### config.mk
export PLATFORM = sky130hd
export DESIGN_NAME = arm_immediate_operand_legalizer_unit
export DESIGN_NICKNAME = d
export VERILOG_FILES = /design/src/rtl/aiol_pkg.sv /design/src/rtl/aiol_prep_stage.sv /design/src/rtl/aiol_match_stage.sv /design/src/rtl/aiol_select_stage.sv /design/src/rtl/aiol_pack_stage.sv /design/src/rtl/arm_immediate_operand_legalizer_unit.sv
export SDC_FILE = /design/constraint.sdc
export NUM_CORES = 1
export LEC_CHECK = 0
export BUFFER_PORTS_ARGS = -buffer_cell sky130_fd_sc_hd__buf_4
export CELL_PAD_IN_SITES_DETAIL_PLACEMENT = 1
export CELL_PAD_IN_SITES_GLOBAL_PLACEMENT = 1
export CORE_ASPECT_RATIO = 0.5
export CORE_MARGIN = 2
export CORE_UTILIZATION = 50
export DETAILED_ROUTE_END_ITERATION = 12
export HOLD_SLACK_MARGIN = 0.1
export PLACE_DENSITY = 0.87
export SLEW_MARGIN = 40
export SYNTH_ARGS = -nofsm -noshare
export SYNTH_HDL_FRONTEND = slang
export SYNTH_HIERARCHICAL = 1
export SYNTH_SLANG_ARGS = --single-unit
### constraint.sdc
create_clock -name clk -period 4.9 [get_ports clk]
set_input_delay 0.49 -clock clk [delete_from_list [all_inputs] [get_ports clk]]
set_output_delay 0.49 -clock clk [all_outputs]
set_load 0.005 [all_outputs]
### src/rtl/aiol_pkg.sv
`default_nettype none

package aiol_pkg;

    // Operation classes
    localparam logic [1:0] MODE_MOVE    = 2'd0;
    localparam logic [1:0] MODE_ADDSUB  = 2'd1;
    localparam logic [1:0] MODE_COMPARE = 2'd2;

    // How the constant is carried
    typedef enum logic [1:0] {
        KIND_ONE_IMM  = 2'd0,
        KIND_TWO_IMM  = 2'd1,
        KIND_LIT_DEST = 2'd2,
        KIND_LIT_TEMP = 2'd3
    } kind_t;

    // Beat as taken from the input port
    typedef struct packed {
        logic [1:0]  mode;
        logic [31:0] value;
        logic        sets_flags;
        logic        is_unconditional;
    } aiol_in_t;

    // After the operand preparation stage
    typedef struct packed {
        logic [1:0]  mode;
        logic        sets_flags;
        logic        is_unconditional;
        logic [31:0] value;
        logic [31:0] alt_value;
    } aiol_prep_t;

    // After the mask matching stage
    typedef struct packed {
        logic [1:0]  mode;
        logic        sets_flags;
        logic        is_unconditional;
        logic [31:0] value;
        logic [31:0] alt_value;
        logic [15:0] fit_v;
        logic [15:0] fit_a;
        logic [15:0] split_v;
        logic [15:0] split_a;
    } aiol_match_t;

    // After the selection stage
    typedef struct packed {
        kind_t       kind;
        logic        use_alternate;
        logic [3:0]  rot_first;
        logic [31:0] part;
        logic [31:0] rest;
    } aiol_sel_t;

    // Result beat
    typedef struct packed {
        kind_t       result_kind;
        logic        use_alternate;
        logic [11:0] first_encoding;
        logic [11:0] second_encoding;
    } aiol_out_t;

    // Rotation masks: an 8-bit field rotated right by twice the index
    function automatic logic [31:0] rot_mask(input logic [3:0] k);
        logic [63:0] dbl;
        dbl = {32'h0000_00ff, 32'h0000_00ff} >> {k, 1'b0};
        return dbl[31:0];
    endfunction

    // Lowest set bit index of a 16-bit vector, zero when empty
    function automatic logic [3:0] first_set(input logic [15:0] bits);
        logic [3:0] idx;
        idx = 4'd0;
        for (int i = 15; i >= 0; i--)
        begin
            if (bits[i])
                idx = 4'(i);
        end
        return idx;
    endfunction

    // Encode rotate index and byte: value rotated left by 2k gives the byte
    function automatic logic [11:0] pack_imm(input logic [31:0] v, input logic [3:0] k);
        logic [63:0] dbl;
        dbl = {v, v} << {k, 1'b0};
        return {k, dbl[39:32]};
    endfunction

endpackage

`default_nettype wire

### src/rtl/aiol_prep_stage.sv
`default_nettype none

module aiol_prep_stage (
    input  wire                    clk,
    input  wire                    rst_n,
    input  wire                    in_valid,
    output logic                   in_ready,
    input  aiol_pkg::aiol_in_t     in_data,
    output logic                   out_valid,
    input  wire                    out_ready,
    output aiol_pkg::aiol_prep_t   out_data
);
    import aiol_pkg::*;

    logic       valid_reg;
    aiol_prep_t data_reg;
    aiol_prep_t data_next;

    // Stage takes a beat when empty or when the next stage drains it
    assign in_ready  = !valid_reg || out_ready;
    assign out_valid = valid_reg;
    assign out_data  = data_reg;

    // Alternate operand: complement for a move, negation otherwise
    always_comb
    begin
        data_next.mode             = in_data.mode;
        data_next.sets_flags       = in_data.sets_flags;
        data_next.is_unconditional = in_data.is_unconditional;
        data_next.value            = in_data.value;
        if (in_data.mode == MODE_MOVE)
            data_next.alt_value = ~in_data.value;
        else
            data_next.alt_value = 32'd0 - in_data.value;
    end

    always_ff @(posedge clk or negedge rst_n)
    begin
        if (!rst_n)
            valid_reg <= 1'b0;
        else if (in_ready)
            valid_reg <= in_valid;
    end

    always_ff @(posedge clk)
    begin
        if (in_valid && in_ready)
            data_reg <= data_next;
    end

endmodule

`default_nettype wire

### src/rtl/aiol_match_stage.sv
`default_nettype none

module aiol_match_stage (
    input  wire                    clk,
    input  wire                    rst_n,
    input  wire                    in_valid,
    output logic                   in_ready,
    input  aiol_pkg::aiol_prep_t   in_data,
    output logic                   out_valid,
    input  wire                    out_ready,
    output aiol_pkg::aiol_match_t  out_data
);
    import aiol_pkg::*;

    logic        valid_reg;
    aiol_match_t data_reg;
    aiol_match_t data_next;

    assign in_ready  = !valid_reg || out_ready;
    assign out_valid = valid_reg;
    assign out_data  = data_reg;

    // Single-immediate fit per rotation, and split fit per mask pair.
    // Zero matches every mask, so a zero leftover always counts as a fit.
    always_comb
    begin
        data_next.mode             = in_data.mode;
        data_next.sets_flags       = in_data.sets_flags;
        data_next.is_unconditional = in_data.is_unconditional;
        data_next.value            = in_data.value;
        data_next.alt_value        = in_data.alt_value;
        for (int i = 0; i < 16; i++)
        begin
            data_next.fit_v[i]   = (in_data.value & ~rot_mask(4'(i))) == 32'd0;
            data_next.fit_a[i]   = (in_data.alt_value & ~rot_mask(4'(i))) == 32'd0;
            data_next.split_v[i] = 1'b0;
            data_next.split_a[i] = 1'b0;
            for (int k = 0; k < 16; k++)
            begin
                if ((in_data.value & ~rot_mask(4'(i)) & ~rot_mask(4'(k))) == 32'd0)
                    data_next.split_v[i] = 1'b1;
                if ((in_data.alt_value & ~rot_mask(4'(i)) & ~rot_mask(4'(k))) == 32'd0)
                    data_next.split_a[i] = 1'b1;
            end
        end
    end

    always_ff @(posedge clk or negedge rst_n)
    begin
        if (!rst_n)
            valid_reg <= 1'b0;
        else if (in_ready)
            valid_reg <= in_valid;
    end

    always_ff @(posedge clk)
    begin
        if (in_valid && in_ready)
            data_reg <= data_next;
    end

endmodule

`default_nettype wire

### src/rtl/aiol_select_stage.sv
`default_nettype none

module aiol_select_stage (
    input  wire                    clk,
    input  wire                    rst_n,
    input  wire                    in_valid,
    output logic                   in_ready,
    input  aiol_pkg::aiol_match_t  in_data,
    output logic                   out_valid,
    input  wire                    out_ready,
    output aiol_pkg::aiol_sel_t    out_data
);
    import aiol_pkg::*;

    logic       valid_reg;
    aiol_sel_t  data_reg;
    aiol_sel_t  data_next;
    logic       negative;
    logic [3:0] k_v;
    logic [3:0] k_a;
    logic [3:0] i_v;
    logic [3:0] i_a;

    assign in_ready  = !valid_reg || out_ready;
    assign out_valid = valid_reg;
    assign out_data  = data_reg;

    assign negative = in_data.value[31];
    assign k_v      = first_set(in_data.fit_v);
    assign k_a      = first_set(in_data.fit_a);
    assign i_v      = first_set(in_data.split_v);
    assign i_a      = first_set(in_data.split_a);

    // Choose how the constant is carried; rest stays zero unless split
    always_comb
    begin
        data_next.kind          = KIND_LIT_DEST;
        data_next.use_alternate = 1'b0;
        data_next.rot_first     = 4'd0;
        data_next.part          = 32'd0;
        data_next.rest          = 32'd0;
        unique case (in_data.mode)
            MODE_MOVE, MODE_COMPARE:
            begin
                if (|in_data.fit_v)
                begin
                    data_next.kind      = KIND_ONE_IMM;
                    data_next.rot_first = k_v;
                    data_next.part      = in_data.value;
                end
                else if (|in_data.fit_a)
                begin
                    data_next.kind          = KIND_ONE_IMM;
                    data_next.use_alternate = 1'b1;
                    data_next.rot_first     = k_a;
                    data_next.part          = in_data.alt_value;
                end
                else if (in_data.mode == MODE_COMPARE)
                    data_next.kind = KIND_LIT_TEMP;
                else
                    data_next.kind = KIND_LIT_DEST;
            end
            MODE_ADDSUB:
            begin
                priority if (|in_data.fit_v)
                begin
                    data_next.kind      = KIND_ONE_IMM;
                    data_next.rot_first = k_v;
                    data_next.part      = in_data.value;
                end
                else if (negative && (|in_data.fit_a))
                begin
                    data_next.kind          = KIND_ONE_IMM;
                    data_next.use_alternate = 1'b1;
                    data_next.rot_first     = k_a;
                    data_next.part          = in_data.alt_value;
                end
                else if (in_data.sets_flags && !in_data.is_unconditional)
                    data_next.kind = KIND_LIT_TEMP;
                else if (|in_data.split_v)
                begin
                    data_next.kind      = KIND_TWO_IMM;
                    data_next.rot_first = i_v;
                    data_next.part      = in_data.value & rot_mask(i_v);
                    data_next.rest      = in_data.value & ~rot_mask(i_v);
                end
                else if (negative && (|in_data.split_a))
                begin
                    data_next.kind          = KIND_TWO_IMM;
                    data_next.use_alternate = 1'b1;
                    data_next.rot_first     = i_a;
                    data_next.part          = in_data.alt_value & rot_mask(i_a);
                    data_next.rest          = in_data.alt_value & ~rot_mask(i_a);
                end
                else
                    data_next.kind = KIND_LIT_TEMP;
            end
            default:
                data_next.kind = KIND_LIT_DEST;
        endcase
    end

    always_ff @(posedge clk or negedge rst_n)
    begin
        if (!rst_n)
            valid_reg <= 1'b0;
        else if (in_ready)
            valid_reg <= in_valid;
    end

    always_ff @(posedge clk)
    begin
        if (in_valid && in_ready)
            data_reg <= data_next;
    end

endmodule

`default_nettype wire

### src/rtl/aiol_pack_stage.sv
`default_nettype none

module aiol_pack_stage (
    input  wire                    clk,
    input  wire                    rst_n,
    input  wire                    in_valid,
    output logic                   in_ready,
    input  aiol_pkg::aiol_sel_t    in_data,
    output logic                   out_valid,
    input  wire                    out_ready,
    output aiol_pkg::aiol_out_t    out_data
);
    import aiol_pkg::*;

    logic        valid_reg;
    aiol_out_t   data_reg;
    aiol_out_t   data_next;
    logic [15:0] rest_fit;
    logic [3:0]  k_rest;

    assign in_ready  = !valid_reg || out_ready;
    assign out_valid = valid_reg;
    assign out_data  = data_reg;

    // Rotation for the leftover part; zero leftover encodes as zero
    always_comb
    begin
        for (int k = 0; k < 16; k++)
            rest_fit[k] = (in_data.rest & ~rot_mask(4'(k))) == 32'd0;
    end

    assign k_rest = first_set(rest_fit);

    // Pack both immediates; unused parts were cleared upstream
    always_comb
    begin
        data_next.result_kind     = in_data.kind;
        data_next.use_alternate   = in_data.use_alternate;
        data_next.first_encoding  = pack_imm(in_data.part, in_data.rot_first);
        data_next.second_encoding = pack_imm(in_data.rest, k_rest);
    end

    always_ff @(posedge clk or negedge rst_n)
    begin
        if (!rst_n)
            valid_reg <= 1'b0;
        else if (in_ready)
            valid_reg <= in_valid;
    end

    always_ff @(posedge clk)
    begin
        if (in_valid && in_ready)
            data_reg <= data_next;
    end

endmodule

`default_nettype wire

### src/rtl/arm_immediate_operand_legalizer_unit.sv
// ARM immediate operand legaliser.
// Input stream (s_axis_*): one beat per constant, the operation class in tuser and
// the constant with its flag bits in tdata. Output stream (m_axis_*): one beat per
// input beat, in order: the way of carrying the constant in tuser, the alternate
// opcode flag and both 12-bit rotated immediates in tdata.
// Four register stages: operand preparation (complement or negation), mask
// matching (16 single and 16x16 split checks), selection, and packing into the
// output register. Throughput is one beat per cycle while the output is not
// stalled; every stage holds its own valid bit.
// When the receiver stalls, the output register holds its beat and the stages
// behind it keep filling until the pipeline is full, so up to four beats are
// held; no beat is dropped or repeated. s_axis_tready is low only when all
// stages are occupied and the output is stalled.
// Reset clears all valid bits; the data registers are not reset.
`default_nettype none

module arm_immediate_operand_legalizer_unit (
    input  wire          clk,
    input  wire          rst_n,
    input  wire          s_axis_tvalid,
    output logic         s_axis_tready,
    input  wire  [39:0]  s_axis_tdata,  // value[31:0], sets_flags, is_unconditional, zero pad
    input  wire  [1:0]   s_axis_tuser,  // mode
    output logic         m_axis_tvalid,
    input  wire          m_axis_tready,
    output logic [31:0]  m_axis_tdata,  // use_alternate, first_encoding, second_encoding, pad
    output logic [1:0]   m_axis_tuser   // result_kind
);
    import aiol_pkg::*;

    aiol_in_t    in_beat;
    aiol_prep_t  prep_data;
    aiol_match_t match_data;
    aiol_sel_t   sel_data;
    aiol_out_t   out_beat;
    logic        prep_valid;
    logic        prep_ready;
    logic        match_valid;
    logic        match_ready;
    logic        sel_valid;
    logic        sel_ready;

    // Unpack input beat
    assign in_beat.mode             = s_axis_tuser;
    assign in_beat.value            = s_axis_tdata[31:0];
    assign in_beat.sets_flags       = s_axis_tdata[32];
    assign in_beat.is_unconditional = s_axis_tdata[33];

    aiol_prep_stage u_prep (
        .clk       (clk),
        .rst_n     (rst_n),
        .in_valid  (s_axis_tvalid),
        .in_ready  (s_axis_tready),
        .in_data   (in_beat),
        .out_valid (prep_valid),
        .out_ready (prep_ready),
        .out_data  (prep_data)
    );

    aiol_match_stage u_match (
        .clk       (clk),
        .rst_n     (rst_n),
        .in_valid  (prep_valid),
        .in_ready  (prep_ready),
        .in_data   (prep_data),
        .out_valid (match_valid),
        .out_ready (match_ready),
        .out_data  (match_data)
    );

    aiol_select_stage u_select (
        .clk       (clk),
        .rst_n     (rst_n),
        .in_valid  (match_valid),
        .in_ready  (match_ready),
        .in_data   (match_data),
        .out_valid (sel_valid),
        .out_ready (sel_ready),
        .out_data  (sel_data)
    );

    aiol_pack_stage u_pack (
        .clk       (clk),
        .rst_n     (rst_n),
        .in_valid  (sel_valid),
        .in_ready  (sel_ready),
        .in_data   (sel_data),
        .out_valid (m_axis_tvalid),
        .out_ready (m_axis_tready),
        .out_data  (out_beat)
    );

    // Pack output beat
    assign m_axis_tuser = out_beat.result_kind;
    assign m_axis_tdata = {7'd0, out_beat.second_encoding, out_beat.first_encoding,
                           out_beat.use_alternate};

endmodule

`default_nettype wire

=== After elaboration in Yosys (flattened, before gate mapping) ===
Cells that the tools add are included.

* Register bits after elaboration: 302
* Input port bits: 46
* Output and inout port bits: 36
* Word-level logic and storage cells: 548

* Add/subtract/negate cells: 1
* Equality and inequality tests: 2
* Shifts and indexed selects: 4
* Muxes and demuxes: 132
* Bitwise gates (word level): 8
* Reduce and logical (&&, ||, !) cells: 344

{| class="wikitable"
|+ Operators with widths
! cell !! number
|-
| 32-bit zero test || 288
|-
| 15-bit OR reduction || 32
|-
| 4-bit two-way mux || 80
|-
| 69-bit two-way mux || 2
|-
| 32-bit bitwise AND || 4
|-
| 64-bit by 5-bit left shift with 40-bit output || 2
|-
| 32-bit NOT || 3
|-
| 40-bit by 5-bit >> shifter with 32-bit output (first input constant) || 2
|-
| 37-bit case mux with 2 select lines || 1
|-
| 36-bit two-way mux || 2
|-
| 68-bit two-way mux || 1
|-
| 16-bit OR reduction || 4
|-
| 39-bit two-way mux || 1
|-
| 37-bit two-way mux || 1
|-
| 1-bit two-way mux || 36
|-
| 32-bit two-way mux || 1
|-
| 1-bit by 32-bit subtractor with 32-bit output (first input constant) || 1
|-
| 19-bit OR reduction || 1
|-
| 2-bit two-way mux || 6
|-
| 1-bit logical AND || 7
|-
| 1-bit zero test || 5
|-
| 2-bit zero test || 2
|-
| 1-bit logical OR || 4
|-
| 2-bit case mux with 2 select lines || 1
|-
| other kinds (4) || 4
|}

=== Longest topological paths before layout ===
Gate-level depths: netlist (run 1).

* Depth after elaboration: 25
* Mapped depth: 11
* Mapped depth without buffers: 10

=== Modules after synthesis ===
The synthesis (run 1) kept the hierarchy.

{| class="wikitable"
|+ Modules (own cells, without submodules)
! module !! instances !! cells each !! area an instance (um^2) !! seq. area each (um^2)
|-
| aiol_match_stage || 1 || 531 || 6,371.1 || 3,988.8
|-
| aiol_select_stage || 1 || 605 || 5,235.0 || 2,157.1
|-
| aiol_pack_stage || 1 || 322 || 3,249.4 || 835.8
|-
| aiol_prep_stage || 1 || 163 || 2,761.4 || 2,067.0
|-
| arm_immediate_operand_legalizer_unit || 1 || 8 || 56.3 || 0.0
|}

=== Least setup slack after synthesis (run 1) ===
Ideal clock, no wire load.

* Path kind: input to register
* Start point: input port m_axis_tready
* End point: register u_match.data_reg, in the netlist u_match/out_data[0] (enable)
* Library setup time: 0.507 ns
* Arrival: 3.885 ns
* Data required time: 4.393 ns
* Slack: 0.509 ns
* Stages: 4
* Buffers on the path: 0
* Cell sequence: nand2b_1 -> nand2b_1 -> nand2b_1 -> and2_1

* Cells in the longest elaborated chain, start to end: 4

{| class="wikitable"
|+ Ends and longest elaborated chain
! element !! RTL line !! source
|-
| start, declared || arm_immediate_operand_legalizer_unit.sv:25 || <nowiki>input wire m_axis_tready,</nowiki>
|-
| 1-bit logical OR || aiol_pack_stage.sv:21 || <nowiki>assign in_ready = !valid_reg || out_ready;</nowiki>
|-
| 1-bit logical OR || aiol_select_stage.sv:24 || <nowiki>assign in_ready = !valid_reg || out_ready;</nowiki>
|-
| via match_ready || arm_immediate_operand_legalizer_unit.sv:39 || <nowiki>logic match_ready;</nowiki>
|-
| 1-bit logical OR || aiol_match_stage.sv:19 || <nowiki>assign in_ready = !valid_reg || out_ready;</nowiki>
|-
| via prep_ready || arm_immediate_operand_legalizer_unit.sv:37 || <nowiki>logic prep_ready;</nowiki>
|-
| 1-bit logical AND || aiol_match_stage.sv:58 || <nowiki>if (in_valid && in_ready)</nowiki>
|-
| end signal, assigned || aiol_match_stage.sv:59 || <nowiki>data_reg <= data_next;</nowiki>
|-
| end, declared || aiol_match_stage.sv:16 || <nowiki>aiol_match_t data_reg;</nowiki>
|}

The timed path passes the listed nets, and every way through them passes these cells.
A chain may end at the register's enable or synchronous reset.

==> flow_summary.json, run 1 <==
{
  "worst_pin_slew_ns": 0.832,
  "finalNonFillerCells": 2223,
  "ios": 82,
  "synth_commonest_cells": "298 x edfxtp_1, 179 x nor2_1, 157 x nand2_1, 103 x a21oi_1, 89 x o21ai_0",
  "wl_per_cell_um": 33.2,
  "async_flop_share": 0.0132,
  "setup-violations-final": 0,
  "tns_ns": 0,
  "power.leakage_nw": 6.44,
  "drtIter0Drc": 2287,
  "yosysMostFrequentCell": "edfxtp_1",
  "vias": 16373,
  "postLayoutCoreUtil": 0.574,
  "fin_nets": 1775,
  "seq_area_frac_synth": 0.512,
  "met2_usage": 0.606,
  "grt_max_degree": 91,
  "synth_edf_count": 298,
  "syn_to_final_growth_pct": 12.5,
  "clockBufferDepth": 3,
  "vdd_drop_max_uv": 294,
  "die_h_um": 137,
  "fmax_mhz": 237,
  "post_cts_buffers": 0,
  "grtUsageTotal": 0.390,
  "place_ws_ns": 0.947,
  "die_w_um": 270,
  "netlist_area_um2": 17700,
  "grt_pass1_vias": 15868,
  "htree_num_levels": 1,
  "power_density_nw_per_um2": 348,
  "setup_ws_ns": 0.678,
  "clk_pin_slew_ns": 0.07,
  "yosysUniqueCellTypes": 103,
  "worst-setup-path-type": "reg -> reg",
  "rsz0062_at_grt": "false",
  "numPortBuffers": 68,
  "cp_max_fo": 15,
  "avgSynthCellArea_um2": 10.8,
  "die_area_um2": 37000,
  "cts_made_buffers": 29,
  "synth_top_area_share": 0.506,
  "cap_violations": 0,
  "synth-main-ff-cell": "edfxtp_1",
  "antenna_found_initial": 2,
  "use_met3": 0.123,
  "ys_warn_count": 6,
  "worst_setup_path_end_kind": "flip-flop",
  "slew_headroom": 0.440,
  "rows": 48,
  "place_hpwl_um": 56200,
  "post-route-min-period_ns": 4.22,
  "remaining_drc_errors": 0,
  "busiest_layer": "met2",
  "synth.largest_area_cell": "edfxtp_1",
  "arrival_ns": 4.68,
  "via_per_inst": 7.37,
  "drive_gt1_frac": 0.143,
  "syn-instance-count": 1629,
  "coreArea_um2": 34700,
  "gp_congestion": 1.08,
  "outcome": "finished clean",
  "clock_latency_ns": 0.60,
  "grt_use_met1": 0.520,
  "finalCritPeriodShare": 0.862,
  "start_kind": "flip-flop",
  "gr-total-overflow": 0,
  "cts_tree": "built",
  "min_path_type": "in -> reg",
  "synth-seq-cells": 302,
  "hold_violations": 0,
  "clockRootBuffer": "clkbuf_16",
  "start_util": 0.510,
  "antenna_left": 0,
  "clkSinkCount": 302,
  "slew_violations": 0,
  "wl_um": 73900,
  "dpl.cell_count": 2149,
  "totalPowerFinal_mw": 6.92,
  "grt_pass1_wl_um": 106000,
  "firstDrtPassIters": 6,
  "synth_area_leaders": "edfxtp_1 51%, nor2_1 3.8%, nand2_1 3.3%, a21oi_1 2.9%, mux2i_1 2.8%",
  "skew_ns": 0.0189,
  "required_ns": 5.36
}
[cells in the final DEF, fill, tap and decap left out, drive strengths merged, types with 20 or more instances in the layout]
cell,netlist,layout
a22o,22,22
o22ai,24,24
inv,27,29
mux2i,49,49
nand3,54,54
clkbuf,25,32
o21ai,102,102
buf,29,93
nand2,158,158
nand4,25,25
edfxtp,298,298
o211ai,20,20
nor3,50,50
a21oi,104,104
nor2,180,180
nor4,95,95
[stage by stage]
stage          hold WS, ns  area [um^2]
2_1_floorplan        0.194        17700
3_5_place_dp         0.288        18800
5_1_grt              0.103        19900
3_3_place_gp         0.285        18700
4_1_cts              0.100        19900
6_report             0.110        19900
[sequential cells by signal (all words and copies together) (netlist names)]
register,cells
u_prep/out_valid,1
u_select/out_valid,1
u_select/out_data,71
u_pack/out_data,27
u_match/out_data,132
u_prep/out_data,68
u_match/out_valid,1
u_pack/out_valid,1
[report_power, final]
| part | leakage (nW) | internal [mW] | switching, mW |
|---|---|---|---|
| Combinational | 3.00 | 0.409 | 0.688 |
| Clock | 0.451 | 1.20 | 1.04 |
| Sequential | 2.99 | 3.18 | 0.390 |
[path summary, 6_finish.rpt]
| kind | from | endpoint | slack (ns) | depth (start not counted) |
|---|---|---|---|---|
| worst max register to register | u_select/out_data[15]$_SDFFCE_PP0P_ | u_pack/out_data[1]$_DFFE_PP_ | 0.68 | 8 |
| max in group asynchronous | rst_n | u_pack/out_valid$_DFFE_PN0N_ | 4.57 | 2 |
| worst max-delay path | u_select/out_data[15]$_SDFFCE_PP0P_ | u_pack/out_data[1]$_DFFE_PP_ | 0.68 | 8 |
| worst min register to register | u_select/out_data[68]$_DFFE_PP_ | u_pack/out_data[24]$_DFFE_PP_ | 0.42 | 0 |
| min in group asynchronous | rst_n | u_match/out_valid$_DFFE_PN0N_ | 0.23 | 2 |
| worst min-delay path | s_axis_tdata[24] | u_prep/out_data[56]$_DFFE_PP_ | 0.11 | 1 |
[critical path, stage by stage, from the launching register on]
cell and delay [ns]:
edfxtp_1 0.50, nor4_1 0.72, nand4_1 0.47, nor2_1 0.30, or3_1 0.51, nand2_1 0.51, mux2i_1 0.29, a2111oi_0 0.55
and3_1 0.24
[routing by layer]
| metal | wire [um] | up-vias |
|---|---|---|
| met5 | 98 | - |
| met4 | 2690 | 6 |
| met3 | 9590 | 229 |
| met2 | 32000 | 1264 |
| met1 | 29500 | 8177 |
| li1 | - | 6697 |
[repair_timing]
item,4_1_cts,5_1_grt
endpoints found under the setup margin,0,0
hold buffers,18,1
resized for setup,0,0
hold endpoints to repair,21,1
[logic make-up after synthesis]
| family | Yosys count | share of synthesized area |
|---|---|---|
| other | 1 | 0.000212 |
| buffers and inverters | 82 | 0.0219 |
| adders and majority gates | 5 | 0.00354 |
| xor gates and xnor gates | 33 | 0.0164 |
| and+or+nand+nor | 671 | 0.215 |
| muxes | 73 | 0.0532 |
| AOI/OAI and AO/OA | 462 | 0.178 |
| DFF | 302 | 0.512 |
[layout make-up]
class                   instances  area (um^2)
clock inverters                22          184
inverters                      28          106
diodes                          1         2.50
multi-input cells            1251         8300
fillers                      3685        14800
flip-flops and latches        302         9050
repair buffers                112          905
well taps                     475          594
clock buffers                  32          737
Power figures use the tool's default switching activity.
==> inputs of run 2 (changes only) <==
--- a/config.mk
+++ b/config.mk
@@ -6,14 +6,15 @@
 export NUM_CORES = 1
 export LEC_CHECK = 0
 export BUFFER_PORTS_ARGS = -buffer_cell sky130_fd_sc_hd__buf_4
-export CELL_PAD_IN_SITES_DETAIL_PLACEMENT = 1
-export CELL_PAD_IN_SITES_GLOBAL_PLACEMENT = 1
+export CELL_PAD_IN_SITES_DETAIL_PLACEMENT = 2
+export CELL_PAD_IN_SITES_GLOBAL_PLACEMENT = 2
 export CORE_ASPECT_RATIO = 0.5
 export CORE_MARGIN = 2
-export CORE_UTILIZATION = 50
+export CORE_UTILIZATION = 42
 export DETAILED_ROUTE_END_ITERATION = 12
 export HOLD_SLACK_MARGIN = 0.1
-export PLACE_DENSITY = 0.87
+export PLACE_DENSITY = 0.88
+export REMOVE_ABC_BUFFERS = 1
 export SLEW_MARGIN = 40
 export SYNTH_ARGS = -nofsm -noshare
 export SYNTH_HDL_FRONTEND = slang
==> constraint.sdc (replaced) <==
create_clock -name clk -period 4.1 [get_ports clk]
set_input_delay 0.41 -clock clk [delete_from_list [all_inputs] [get_ports clk]]
set_output_delay 0.41 -clock clk [all_outputs]
set_load 0.005 [all_outputs]
==> flow_summary.json, run 2 (synthesized netlist as in run 1, its figures left out) <==
{
  "required_ns": 4.44,
  "largest_register_ffs": 132,
  "hold_violations": 0,
  "drive_gt1_frac": 0.154,
  "die_w_um": 294,
  "path_cells": "nor4_4 > nand2_1 > nor4_1 > a211oi_2 > o21ai_4 > inv_2 > nor3_1 > a2111oi_0 > and3_1",
  "htree_num_levels": 1,
  "clock_power_share": 0.329,
  "layout_commonest_cell": "edfxtp_1",
  "start_util": 0.423,
  "p_int_mw": 5.80,
  "rows": 53,
  "clk_pin_slew_ns": 0.07,
  "setup_ws_ns": 0.416,
  "arrival_ns": 4.02,
  "start_kind": "flip-flop",
  "fin_nets": 1818,
  "worst_path_max_delay_cell": "nor4_1",
  "die_h_um": 149,
  "dpl.cell_count": 2245,
  "postCtsResizedCells": 0,
  "multi_input_area_um2": 8300,
  "tns_ns": 0,
  "p_sw_mw": 2.69,
  "slew_headroom": 0.400,
  "place_ws_ns": 0.502,
  "antenna_left": 0,
  "grt_pass1_vias": 17023,
  "coreArea_um2": 41800,
  "skew_ns": 0.0420,
  "drtIter0Drc": 1869,
  "grt_max_degree": 69,
  "setup-violations-final": 0,
  "worst_pin_slew_ns": 0.893,
  "gr-total-overflow": 0,
  "worst_setup_path_end_kind": "flip-flop",
  "post_cts_buffers": 0,
  "rsz0062_at_grt": "false",
  "grtUsageTotal": 0.387,
  "finalNonFillerCells": 2343,
  "cp_max_fo": 9,
  "clock_latency_ns": 0.61,
  "remaining_drc_errors": 0,
  "numPortBuffers": 68,
  "gp_congestion": 1.07,
  "grt_pass1_wl_um": 123000,
  "r2r_slack_ns": 0.42,
  "n_fill_cell": 4245,
  "worst-setup-path-type": "reg -> reg",
  "layout_common_cells": "298 x edfxtp_1, 179 x nor2_1, 157 x nand2_1",
  "fmax_mhz": 271,
  "hold_ws_ns": 0.156,
  "antenna_found_initial": 8,
  "slew_violations": 0,
  "combPwrFrac": 0.164,
  "via_per_inst": 7.02,
  "clockBufferDepth": 3,
  "vdd_drop_max_uv": 317,
  "wl_per_cell_um": 36.3,
  "die_area_um2": 43800,
  "firstDrtPassIters": 6,
  "syn_to_final_growth_pct": 15.4,
  "outcome": "finished clean",
  "ios": 82,
  "power.leakage_nw": 6.65,
  "final-seq-area_um2": 9050,
  "post-route-min-period_ns": 3.68,
  "p_sw_frac": 0.317,
  "place_area_um2": 19000,
  "critPathMaxStageDelay_ns": 0.77,
  "fin_area_um2": 20400,
  "cts_made_buffers": 30,
  "postLayoutCoreUtil": 0.488,
  "cts_tree": "built",
  "finalCritPeriodShare": 0.898,
  "place_hpwl_um": 64300,
  "clkSinkCount": 302,
  "cap_violations": 0,
  "min_path_type": "in -> async",
  "wl_um": 85100,
  "power_density_nw_per_um2": 417,
  "clockRootBuffer": "clkbuf_16",
  "vias": 16449,
  "p_seq_frac": 0.507,
  "totalPowerFinal_mw": 8.50
}
==> run 2: changes by cell type in the layout (fill, tap and decap cells not counted), sizes merged <==
| cell | change |
|---|---|
| dlygate4sd3 | +19 |
| clkinvlp | +1 |
| diode | +2 |
| clkbuf | +4 |
| buf | +23 |
| inv | -2 |
| clkinv | -2 |
==> run 2: area by class of cell <==
type / instances / share of cell area
timing repair buffer: 154 / 0.0639
tap: 550 / 0.0338
sequential: 302 / 0.444
clock inverter: 19 / 0.00779
antenna: 3 / 0.000368
multi-input combinational: 1251 / 0.407
inverter: 28 / 0.00522
clock buffer: 36 / 0.0379
==> run 2: power groups by stage <==
stage               registers [mW]  clock network [mW]  logic (mW)
global route                  4.32                2.92        1.46
global placement              4.29                   0        1.19
floorplan                     4.14                   0       0.733
finish                        4.31                2.80        1.39
CTS                           4.29                2.77        1.33
detailed placement            4.35                   0        1.28
==> run 2: repair_timing <==
| item | 4_1_cts | 5_1_grt |
|---|---|---|
| setup endpoints to repair | 0 | 0 |
| endpoints found under the hold margin | 41 | 0 |
| hold buffers | 38 | 0 |
==> run 2: worst paths after layout <==
| path | startpoint | to | cells after the start |
|---|---|---|---|
| max | u_select/out_data[27]$_SDFFCE_PP0P_ | u_pack/out_data[1]$_DFFE_PP_ | 9 |
| min | rst_n | u_prep/out_valid$_DFFE_PN0N_ | 2 |
| max reg2reg | u_select/out_data[27]$_SDFFCE_PP0P_ | u_pack/out_data[1]$_DFFE_PP_ | 9 |
| min reg2reg | u_select/out_data[70]$_DFFE_PP_ | u_pack/out_data[26]$_DFFE_PP_ | 0 |
| max in group asynchronous | rst_n | u_select/out_valid$_DFFE_PN0N_ | 2 |
| min in group clk | m_axis_tready | u_pack/out_valid$_DFFE_PN0N_ | 3 |
==> run 2: per-layer routing <==
layer | vias up | global-route usage | wire (um)
li1 | 6774 | - | -
met1 | 8422 | 0.508 | 34200
met2 | 1010 | 0.627 | 38900
met3 | 239 | 0.0982 | 8650
met4 | 4 | 0.129 | 3390
met5 | - | 0 | 31
==> run 2: critical path, delay by kind of cell (launching register included) <==
kind,cells,cell delay [ns]
DFF,1,0.59
and+or+nand+nor,5,2.09
buffers and inverters,1,0.11
AOI/OAI and AO/OA,3,0.66
